[config.mk]
export PLATFORM = sky130hd
export DESIGN_NAME = load_cell_adc_serial_reader
export DESIGN_NICKNAME = d
export VERILOG_FILES = /design/src/rtl/lcasr_pkg.sv /design/src/rtl/load_cell_adc_serial_reader.sv
export VERILOG_INCLUDE_DIRS = /design/src /design/src/rtl
export SDC_FILE = /design/constraint.sdc
export NUM_CORES = 1
export LEC_CHECK = 0
export ABC_AREA = 1
export BUFFER_PORTS_ARGS = -buffer_cell sky130_fd_sc_hd__buf_2
export CAP_MARGIN = 20
export CELL_PAD_IN_SITES_DETAIL_PLACEMENT = 0
export CELL_PAD_IN_SITES_GLOBAL_PLACEMENT = 1
export CORE_MARGIN = 2
export CORE_UTILIZATION = 30
export CTS_CLUSTER_SIZE = 40
export DETAILED_ROUTE_END_ITERATION = 10
export PLACE_DENSITY = 0.58
export SKIP_LAST_GASP = 1
export SYNTH_ARGS = -nofsm -noshare
export SYNTH_HDL_FRONTEND = slang
export SYNTH_SLANG_ARGS = --single-unit
[constraint.sdc]
create_clock -name clk_i -period 4.53 [get_ports clk_i]
set_input_delay 0.906 -clock clk_i [delete_from_list [all_inputs] [get_ports clk_i]]
set_output_delay 0.906 -clock clk_i [all_outputs]
set_load 0.01 [all_outputs]
[src/rtl/load_cell_adc_serial_reader_defines.svh]
// assertion macros for the load cell converter serial reader
`ifndef LOAD_CELL_ADC_SERIAL_READER_DEFINES_SVH
`define LOAD_CELL_ADC_SERIAL_READER_DEFINES_SVH

`ifndef SYNTH
// checked only while out of reset
`define LCASR_ASSERT(label, prop) \
  label: assert property (@(posedge clk_i) disable iff (!rst_ni) prop) \
    else $error("%m: check failed");
// checked at every edge, reset included
`define LCASR_ASSERT_ALWAYS(label, prop) \
  label: assert property (@(posedge clk_i) prop) \
    else $error("%m: check failed");
`else
`define LCASR_ASSERT(label, prop)
`define LCASR_ASSERT_ALWAYS(label, prop)
`endif

`endif

[src/rtl/lcasr_pkg.sv]
// constants and types for the load cell converter serial reader
package lcasr_pkg;

  localparam int DataBits      = 24;
  localparam int ScaleFracBits = 4;
  localparam int ScaleBits     = 16;
  localparam int RawBits       = 24;
  localparam int WeightBits    = 28;
  localparam int OpBits        = 2;
  localparam int NumBits       = DataBits + ScaleFracBits;
  localparam int CntBits       = $clog2(DataBits + 1);
  localparam int DivCntBits    = $clog2(NumBits + 1);

  localparam logic [ScaleBits-1:0] ScaleReset = ScaleBits'(6880);
  localparam logic [DataBits-1:0]  TopBit     = DataBits'(1) << (DataBits - 1);

  localparam logic [OpBits-1:0] OpTick    = 2'd0;
  localparam logic [OpBits-1:0] OpTare    = 2'd1;
  localparam logic [OpBits-1:0] OpMeasure = 2'd2;

  typedef enum logic [5:0] {
    PhIdle  = 6'b000001,
    PhWait  = 6'b000010,
    PhHigh  = 6'b000100,
    PhLow   = 6'b001000,
    PhLastH = 6'b010000,
    PhLastL = 6'b100000
  } phase_e;

  typedef enum logic [1:0] {
    CtlRun = 2'b01,
    CtlDiv = 2'b10
  } ctl_e;

endpackage

[src/rtl/load_cell_adc_serial_reader.sv]
// Serial reader for a 24-bit load cell converter: one tick in drives the clock pin for that
// tick and gives one result out. A tick is taken each clock while the divider is idle and the
// result register is free. The completion tick of a measurement whose word lies above the
// tare holds the input while the compare-and-subtract divider forms 28 quotient bits, one a
// cycle, and then, once the result register is free, loads its result (new weight) there;
// every other tick loads its result straight into the result register.
`include "load_cell_adc_serial_reader_defines.svh"

module load_cell_adc_serial_reader (
  input  logic                             clk_i,
  input  logic                             rst_ni,
  input  logic                             in_valid_i,
  output logic                             in_stall_o,
  input  logic [lcasr_pkg::OpBits-1:0]     opcode_i,
  input  logic                             data_line_i,
  output logic                             out_valid_o,
  input  logic                             out_stall_i,
  output logic                             clock_line_o,
  output logic                             busy_res_o,
  output logic                             done_res_o,
  output logic [lcasr_pkg::RawBits-1:0]    raw_word_o,
  output logic [lcasr_pkg::WeightBits-1:0] weight_o,
  output logic                             weight_updated_o,
  input  logic                             cfg_valid_i,
  output logic                             cfg_ready_o,
  input  logic [lcasr_pkg::ScaleBits-1:0]  cfg_data_i
);
  import lcasr_pkg::*;

  // control state
  ctl_e                  ctl_q, ctl_d;
  phase_e                phase_q, phase_d;
  logic                  pend_meas_q, pend_meas_d;
  logic [CntBits-1:0]    bit_cnt_q, bit_cnt_d;
  logic [DivCntBits-1:0] div_cnt_q, div_cnt_d;
  logic                  out_valid_q, out_valid_d;

  // data state
  logic [ScaleBits-1:0]  scale_q;
  logic [DataBits-1:0]   shift_q, shift_d;
  logic [DataBits-1:0]   last_raw_q, last_raw_d;
  logic [DataBits-1:0]   tare_q, tare_d;
  logic [WeightBits-1:0] weight_q, weight_d;
  logic [ScaleBits:0]    rem_q, rem_d;
  logic [NumBits-1:0]    quo_q, quo_d;

  logic                  out_clk_q, out_busy_q, out_done_q, out_upd_q;
  logic [RawBits-1:0]    out_raw_q;
  logic [WeightBits-1:0] out_weight_q;

  logic                  out_free, in_accept, div_start, div_finish;
  logic                  tk_clk, tk_busy, tk_done;
  logic [CntBits-1:0]    cnt_inc;
  logic [DataBits-1:0]   word, net_counts;
  logic [ScaleBits:0]    rem_sh, rem_diff;
  logic                  rem_ge;
  logic [WeightBits-1:0] weight_sat;

  assign out_free    = !out_valid_q || !out_stall_i;
  assign in_stall_o  = (ctl_q != CtlRun) || !out_free;
  assign in_accept   = in_valid_i && !in_stall_o;
  assign cfg_ready_o = (ctl_q == CtlRun);

  assign cnt_inc    = bit_cnt_q + 1'b1;
  assign word       = shift_q ^ TopBit;
  assign net_counts = word - tare_q;

  // tick phase sequencing
  always_comb begin
    phase_d     = phase_q;
    pend_meas_d = pend_meas_q;
    bit_cnt_d   = bit_cnt_q;
    shift_d     = shift_q;
    last_raw_d  = last_raw_q;
    tare_d      = tare_q;
    tk_clk      = 1'b0;
    tk_busy     = 1'b1;
    tk_done     = 1'b0;
    div_start   = 1'b0;
    case (phase_q)
      PhWait: begin
        if (!data_line_i) begin
          phase_d   = PhHigh;
          bit_cnt_d = '0;
          shift_d   = '0;
        end
      end
      PhHigh: begin
        tk_clk  = 1'b1;
        phase_d = PhLow;
      end
      PhLow: begin
        shift_d   = {shift_q[DataBits-2:0], data_line_i};
        bit_cnt_d = cnt_inc;
        phase_d   = (cnt_inc >= CntBits'(DataBits)) ? PhLastH : PhHigh;
      end
      PhLastH: begin
        tk_clk  = 1'b1;
        phase_d = PhLastL;
      end
      PhLastL: begin
        tk_busy    = 1'b0;
        tk_done    = 1'b1;
        last_raw_d = word;
        phase_d    = PhIdle;
        if (!pend_meas_q) begin
          tare_d = word;
        end else if (word > tare_q) begin
          div_start = 1'b1;
        end
      end
      default: begin
        phase_d = PhIdle;
        if (opcode_i == OpTare || opcode_i == OpMeasure) begin
          pend_meas_d = (opcode_i == OpMeasure);
          phase_d     = PhWait;
        end else begin
          tk_busy = 1'b0;
        end
      end
    endcase
  end

  // one restoring divide step per cycle
  assign rem_sh   = {rem_q[ScaleBits-1:0], quo_q[NumBits-1]};
  assign rem_ge   = rem_sh >= {1'b0, scale_q};
  assign rem_diff = rem_sh - {1'b0, scale_q};

  assign weight_sat = ((scale_q == '0) || ((quo_q >> WeightBits) != '0)) ? '1
                    : WeightBits'(quo_q);

  assign div_finish = (ctl_q == CtlDiv) && (div_cnt_q == '0) && out_free;

  always_comb begin
    ctl_d     = ctl_q;
    div_cnt_d = div_cnt_q;
    rem_d     = rem_q;
    quo_d     = quo_q;
    weight_d  = weight_q;
    case (ctl_q)
      CtlDiv: begin
        if (div_cnt_q != '0) begin
          rem_d     = rem_ge ? rem_diff : rem_sh;
          quo_d     = {quo_q[NumBits-2:0], rem_ge};
          div_cnt_d = div_cnt_q - 1'b1;
        end else if (out_free) begin
          weight_d = weight_sat;
          ctl_d    = CtlRun;
        end
      end
      default: begin
        ctl_d = CtlRun;
        if (in_accept && div_start) begin
          rem_d     = '0;
          quo_d     = NumBits'(net_counts) << ScaleFracBits;
          div_cnt_d = DivCntBits'(NumBits);
          ctl_d     = CtlDiv;
        end
      end
    endcase
  end

  always_comb begin
    out_valid_d = out_valid_q && out_stall_i;
    if ((in_accept && !div_start) || div_finish) begin
      out_valid_d = 1'b1;
    end
  end

  always_ff @(posedge clk_i or negedge rst_ni) begin
    if (!rst_ni) begin
      ctl_q       <= CtlRun;
      phase_q     <= PhIdle;
      pend_meas_q <= 1'b0;
      bit_cnt_q   <= '0;
      div_cnt_q   <= '0;
      out_valid_q <= 1'b0;
      scale_q     <= ScaleReset;
      shift_q     <= '0;
      last_raw_q  <= '0;
      tare_q      <= '0;
      weight_q    <= '0;
    end else begin
      ctl_q       <= ctl_d;
      div_cnt_q   <= div_cnt_d;
      out_valid_q <= out_valid_d;
      weight_q    <= weight_d;
      if (cfg_valid_i && cfg_ready_o) begin
        scale_q <= cfg_data_i;
      end
      if (in_accept) begin
        phase_q     <= phase_d;
        pend_meas_q <= pend_meas_d;
        bit_cnt_q   <= bit_cnt_d;
        shift_q     <= shift_d;
        last_raw_q  <= last_raw_d;
        tare_q      <= tare_d;
      end
    end
  end

  always_ff @(posedge clk_i) begin
    rem_q <= rem_d;
    quo_q <= quo_d;
    if (in_accept && !div_start) begin
      out_clk_q    <= tk_clk;
      out_busy_q   <= tk_busy;
      out_done_q   <= tk_done;
      out_upd_q    <= 1'b0;
      out_raw_q    <= RawBits'(last_raw_d);
      out_weight_q <= weight_q;
    end else if (div_finish) begin
      // completion of a measurement that moved the weight
      out_clk_q    <= 1'b0;
      out_busy_q   <= 1'b0;
      out_done_q   <= 1'b1;
      out_upd_q    <= 1'b1;
      out_raw_q    <= RawBits'(last_raw_q);
      out_weight_q <= weight_sat;
    end
  end

  assign out_valid_o      = out_valid_q;
  assign clock_line_o     = out_clk_q;
  assign busy_res_o       = out_busy_q;
  assign done_res_o       = out_done_q;
  assign raw_word_o       = out_raw_q;
  assign weight_o         = out_weight_q;
  assign weight_updated_o = out_upd_q;

  `LCASR_ASSERT(a_div_start_loads_counter, (in_accept && div_start) |=>
                (ctl_q == CtlDiv && div_cnt_q == DivCntBits'(NumBits)))
  `LCASR_ASSERT(a_div_finish_gives_update, div_finish |=> (out_valid_q && out_upd_q && out_done_q))
  `LCASR_ASSERT(a_update_only_on_done, (out_valid_o && weight_updated_o) |-> (done_res_o && !busy_res_o))
  `LCASR_ASSERT(a_clock_high_only_busy, (out_valid_o && clock_line_o) |-> busy_res_o)
  `LCASR_ASSERT_ALWAYS(a_quiet_in_reset, !rst_ni |=> (!out_valid_o && ctl_q == CtlRun))

endmodule

==> flow_summary.ini, run 1 <==
[hold_path]
min_path_type = in2async

[setup_path]
r2r-end = raw_word_o[3]
cp_slowest_cell = buf_4
endpoint_kind = register
worstPathCellList = inv_1, ha_1, fa_1, inv_1, nand2_1, nand2_1, nand3b_1, nand2_2, nand2_1, nand3_2, nand2_2, nand2_4, nand2_2, buf_4
rr_worst_depth = 14
critPathArrivalTime_ps = 3490
r2r_start = shift_q[0]
rrSetupSlack_ps = 1220
critPathKind = reg2reg
critPathMaxFanout = 72
required_ps = 4710
start_kind = register
max_stage_delay_ps = 600

[power]
p_leak_nw = 7.05
pwr-share-clk_pct = 27.5
power.internal_mw = 5.61
swShare_pct = 41.3
pwr_density_cell_nw_per_um2 = 651
pwr-share-comb_pct = 43.6
ir_drop_mv = 0.308
power_mw = 9.55
seqPwrFrac_pct = 28.9
p_sw_mw = 3.95

[sta]
relSlewSlack_pct = 35.2
setup-tns-final_ps = 0
min_period_ps = 3310
fin_skew_ps = 28.7
slew_viol_final = 0
tightest_slew_ps = 969
rsz0062_at_grt = no
finalHoldViolations = 0
finalCritPeriodShare_pct = 73.0
setup_ws_ps = 1220
setup_viol = 0
fmax_mhz = 302

[logic_synthesis]
synthTopCellsByArea = dfrtp_1 (25%), edfxtp_1 (24%), nand2_1 (14%)
synth_cells = 1561
synth_xor_xnor_area_share_pct = 0.969
synth_fp_nets = 1632
yosys.area_share.simple_pct = 22.1
syn_avg_cell_area_um2 = 8.10
yosysSeqAreaShare_pct = 50.6
synth-edff-count = 99
netlist.area_leader.share_pct = 25.3
synth-async-reset-ratio_pct = 57.6
yosysWarningCount = 0
synth_fa_ha_area_share_pct = 4.77
synth.distinct_cells = 46
ys_ff_latch = 236
yosys.area.top_type = dfrtp_1
synth_mux_area_share_pct = 0.0890
synth_compound_area_share_pct = 11.9
synth_top_flop_cell = dfrtp_1
syn-cell-area_um2 = 12600
synth_top_family_by_area = simple AND/OR/NAND/NOR gates

[run]
cap_violations = 0

[clocking]
clk_latency_ps = 570
clkSinkCount = 236
post_cts_buffers = 0
ctsHoldBuffers = 0
cts_root_buf = clkbuf_16
clockBufferDepth = 3
cts_buffers = 30
cts_tree = yes
clk_pin_slew_ps = 60
htreeDepth = 1
ctsResizeCount = 0

[detailed_routing]
wire_per_inst_um = 15.0
drc_errors = 0
viasPerCell = 4.54
ant_nets = 0
firstDrtPassIters = 5
via_count = 9970
drt_iter0_drc = 550
wl_um = 33000

[cells_and_area]
final_common_cell = nand2_1
num-nets-final = 1703
design_area_um2 = 14700
area_delta_synth_final_pct = 16.1
final_cell_mix = nand2_1 (458), inv_1 (236), o21ai_0 (156)
fin_cells = 2195
layout-drive-gt1-share_pct = 12.0
antennaDiodeCount = 0

[placement]
post-dp-hpwl_um = 23300
place_area_um2 = 13500
pre_cts_ws_ps = 1130
gp_congestion = 0.848
port_buffers = 82
place_inst = 2138

[floorplan]
core_um2 = 41800
die-area_um2 = 43800
io_pins = 83
row_count = 75
die_y_um = 209
initial_core_util_pct = 30.3
die_x_um = 209

[grt]
grt_pass1_vias = 9979
antenna_found_initial = 0
overflow = 0
grt_max_degree = 85
grt_use_total_pct = 15.3
grt_pass1_wl_um = 53600

[outcome]
status = complete, no violations
[Yosys cell counts (5+ instances only)]
cell type and instances:
a21oi_1 53, edfxtp_1 99, o21ai_1 36, o21ai_0 156, o22ai_1 28, inv_1 236, clkbuf_1 24, nand3b_1 7
nand2_2 5, ha_1 45, xor2_1 10, nand4_1 16, nor2_2 7, nand3_1 52, dfstp_2 8, dfrtp_1 128
o21ai_2 6, buf_2 19, inv_2 10, nand2_1 459, nor2_1 107, or2_2 5
[worst max-delay path: cells and delay by family, from the launching register on]
kind,cells,cell delay (ps)
DFF,1,360
buffers and inverters,3,820
and+or+nand+nor,9,1260
adders and majority gates,2,420
[power by group through the flow]
stage | Sequential [mW] | Clock [mW] | Combinational (mW)
finish | 2.76 | 2.63 | 4.17
global route | 2.79 | 2.78 | 4.74
CTS | 2.76 | 2.72 | 4.19
detailed placement | 2.80 | 0 | 4.17
global placement | 2.80 | 0 | 4.18
floorplan | 2.80 | 0 | 2.88
[flip-flops by register name (all words and copies together) (netlist names), 2 cells and up]
name / flops
raw_word_o: 24
tare_q: 24
scale_q: 16
weight_o: 28
quo_q: 28
rem_q: 16
weight_q: 28
bit_cnt_q: 5
phase_q: 6
last_raw_q: 24
ctl_q: 2
div_cnt_q: 5
shift_q: 24
[cells by family (layout without fill, tap and decap cells)]
family / count (synthesis) / in the layout
AOI/OAI and AO/OA: 286 / 286
muxes: 1 / 1
xor gates and xnor gates: 14 / 14
DFF: 236 / 236
adders and majority gates: 47 / 47
buffers and inverters: 299 / 394
and+or+nand+nor: 678 / 678
[final cells by class]
cell class,instances,area [um2]
Tap cell,539,674
Inverter,247,928
Timing Repair Buffer,91,517
Clock inverter,16,251
Clock buffer,40,858
Multi-Input combinational cell,1026,5050
Fill cell,4383,27100
Sequential cell,236,6410
[worst max path at each step]
stage,start,endpoint,slack (ps)
after floorplan,shift_q[0],busy_res_o,1100
after global placement,out_stall_i,raw_word_o[5],1140
after detailed placement,out_stall_i,raw_word_o[4],1130
after CTS,shift_q[0],raw_word_o[9],1170
after global routing,shift_q[0],raw_word_o[3],870
final,shift_q[0],raw_word_o[3],1220
[metrics by stage]
step / utilization [%] / hold WS (ps)
after floorplan: - / 453
after global placement: 32.4 / 470
after detailed placement: 32.4 / 476
after CTS: 35.1 / 457
after global routing: 35.2 / 507
final: 35.2 / 433
[per-layer routing]
layer	GRT usage [%]	vias to the layer above	routed length, um	share of wire [%]
li1	-	5154	-	-
met2	24.6	139	14500	44
met1	21.4	4630	16400	50
met5	0	-	0	0
met4	4.29	0	931	2.8
met3	2.54	47	1190	3.6
Note: power is estimated with default switching activity, not from simulation.
==> inputs of run 2 (changes only) <==
--- a/config.mk
+++ b/config.mk
@@ -6,7 +6,7 @@
 export SDC_FILE = /design/constraint.sdc
 export NUM_CORES = 1
 export LEC_CHECK = 0
-export ABC_AREA = 1
+export ABC_AREA = 0
 export BUFFER_PORTS_ARGS = -buffer_cell sky130_fd_sc_hd__buf_2
 export CAP_MARGIN = 20
 export CELL_PAD_IN_SITES_DETAIL_PLACEMENT = 0
==> constraint.sdc (replaced) <==
create_clock -name clk_i -period 2.9 [get_ports clk_i]
set_input_delay 0.58 -clock clk_i [delete_from_list [all_inputs] [get_ports clk_i]]
set_output_delay 0.58 -clock clk_i [all_outputs]
set_load 0.01 [all_outputs]
==> run 2 against run 1 <==
  * The run now ends with negative hold slack, negative setup slack left
  * Register-to-register slack got worse by 1300 ps
  * Via count fell by 4.3%
  * Worst setup slack got worse by 1300 ps
  * First-iteration DRC count fell by 4.4%
  * Critical path type unchanged
  * Critical endpoint is now weight_o[20]
==> flow_summary.ini, run 2 <==
[detailed_routing]
ant_nets = 0
met3_length_um = 1050
wl_um = 33600
top_layer_used = met4
drc_errors = 0
firstDrtPassIters = 5
dr_wl_met2_um = 14900
wire_per_inst_um = 17.4
viasPerCell = 4.94
drt_iter0_drc = 526
wl_met1_um = 17000
via_count = 9539

[grt]
antenna_found_initial = 0
grt_max_degree = 57
grt_use_total_pct = 15.2
overflow = 0
grt_pass1_vias = 9488
grt_pass1_wl_um = 53500

[floorplan]
core_um2 = 40900
io_pins = 83
initial_core_util_pct = 30.4
row_count = 74
die_y_um = 208
die-area_um2 = 43200
die_x_um = 208

[logic_synthesis]
synth_common_cells = nand2_1 (146), dfrtp_1 (128), edfxtp_1 (99), o21ai_0 (82), a21oi_1 (76)
synth.distinct_cells = 70
synth-async-reset-ratio_pct = 57.6
yosysSeqAreaShare_pct = 51.4
synth_cells = 1190
ys_ff_latch = 236
synth_fp_nets = 1261
synth-edff-count = 99
syn-cell-area_um2 = 12500
netlist.area_leader.share_pct = 25.7
yosysWarningCount = 0
synthTopCellsByArea = dfrtp_1 (26%), edfxtp_1 (24%), ha_1 (4.5%)
yosys.area.top_type = dfrtp_1
synth_top_flop_cell = dfrtp_1
synth.most_common_cell = nand2_1
syn_avg_cell_area_um2 = 10.5

[power]
pwr_density_cell_nw_per_um2 = 568
power_mw = 9.02
ir_drop_mv = 0.327
p_leak_nw = 6.97

[sta]
slew_viol_final = 0
setup_ws_ps = -124
finalHoldViolations = 6
relSlewSlack_pct = 50.2
tightest_slew_ps = 746
fin_skew_ps = 15.4
setup_viol = 97
finalCritPeriodShare_pct = 104
rsz0062_at_grt = yes
fmax_mhz = 331
min_period_ps = 3020
whs_ps = -15.1

[clocking]
cts_buffers = 28
clockBufferDepth = 3
clk_pin_slew_ps = 60
clk_latency_ps = 560
cts_root_buf = clkbuf_16
ctsHoldBuffers = 0
clkSinkCount = 236
htreeDepth = 1
cts_tree = yes

[setup_path]
endpoint_kind = register
r2r_start = shift_q[22]
cp-startpoint = shift_q[22]
critPathKind = reg2reg
required_ps = 3200
rrSetupSlack_ps = -120
start_kind = register
critPathMaxFanout = 5
critPathArrivalTime_ps = 3320
rr_worst_depth = 9

[outcome]
status = complete, but fails checks
violations = negative hold slack, negative setup slack

[cells_and_area]
design_area_um2 = 15900
area_delta_synth_final_pct = 27.6
final_cell_mix = nand2_1 (144), dfrtp_1 (128), buf_4 (106)
antennaDiodeCount = 0
fin_cells = 1930
num-nets-final = 1447
final_common_cell = nand2_1
layout-drive-gt1-share_pct = 30.0
fin_util_pct = 38.8
fill_cells = 4069

[placement]
place_area_um2 = 14300
place_inst = 1856
gp_congestion = 0.778
post-dp-hpwl_um = 22700
port_buffers = 82

[hold_path]
min_path_type = in2async

[run]
cap_violations = 0
-- run 2: cell count changes after synthesis, sizes merged, moves of 11 or more --
cell    before  now
buf         26   14
nand2      465  147
o21ai      198   83
mux2         1   75
inv        246   61
o21a         0   11
clkbuf      26   45
a21oi       55   76
mux2i        0   12
nor2       116   69
o22ai       28    3
or2          7   31
o211ai       0   25
a22o         0   24
-- run 2: cell families (layout without fill, tap and decap cells) --
family          after synthesis  after routing  synth area share, %
fa+ha+maj                    47             47                 4.84
buf+inv                     120            328                 3.84
simple gates                386            386                 14.6
mux                          87             87                 8.53
xor+xnor                     24             24                 1.69
flops                       236            236                 51.4
compound gates              290            290                 15.1
-- run 2: area by class of cell --
type,count,area [um2],area share [%]
Multi-Input combinational cell,834,5880,37.0
Inverter,61,229,1.44
Tap cell,532,666,4.19
Clock buffer,35,778,4.89
Clock inverter,17,136,0.858
Sequential cell,236,6410,40.3
Timing Repair Buffer,215,1800,11.3
-- run 2: per-stage QoR --
| stage | setup WS [ps] | setup TNS (ps) |
|---|---|---|
| floorplan | -278 | -22540 |
| global placement | -113 | -8070 |
| detailed placement | -140 | -9600 |
| CTS | -77.0 | -1990 |
| global route | -196 | -19010 |
| finish | -124 | -6090 |
-- run 2: critical path, cell delays in order (launching register included) --
cell       delay (ps)
dfrtp_1           410
ha_4              300
nand2_4            50
or4_4             530
o41ai_4           380
nor2_2            110
a211o_4           380
buf_12            160
clkbuf_16         160
mux2_4            290
-- run 2: path summary, 6_finish.rpt --
| path | end |
|---|---|
| max | weight_o[20] |
| min | last_raw_q[8] |
| max reg2reg | weight_o[20] |
| min reg2reg | weight_updated_o |
| max in group asynchronous | scale_q[11] |
| min in group clk_i | scale_q[0] |
-- run 2: report_power, final --
group	switching, mW	total, mW	internal [mW]	leakage, nW
Combinational	0.876	1.62	0.743	3.78
Sequential	0.147	3.89	3.74	2.74
Clock	1.45	3.51	2.07	0.448
Total	2.47	9.02	6.56	6.97
-- run 2: timing repair --
item,4_1_cts,5_1_grt
pin swaps,10,10
gates resized for setup,14,29
gates cloned,3,9
buffers inserted,3,8
endpoints found under the setup margin,110,174
hold endpoints to repair,0,0
-- run 2: layer usage --
metal	track usage (%)	vias to the layer above
li1	-	4689
met1	22.6	4669
met2	23.3	142
met3	2.42	39
met4	2.91	0
met5	0	-
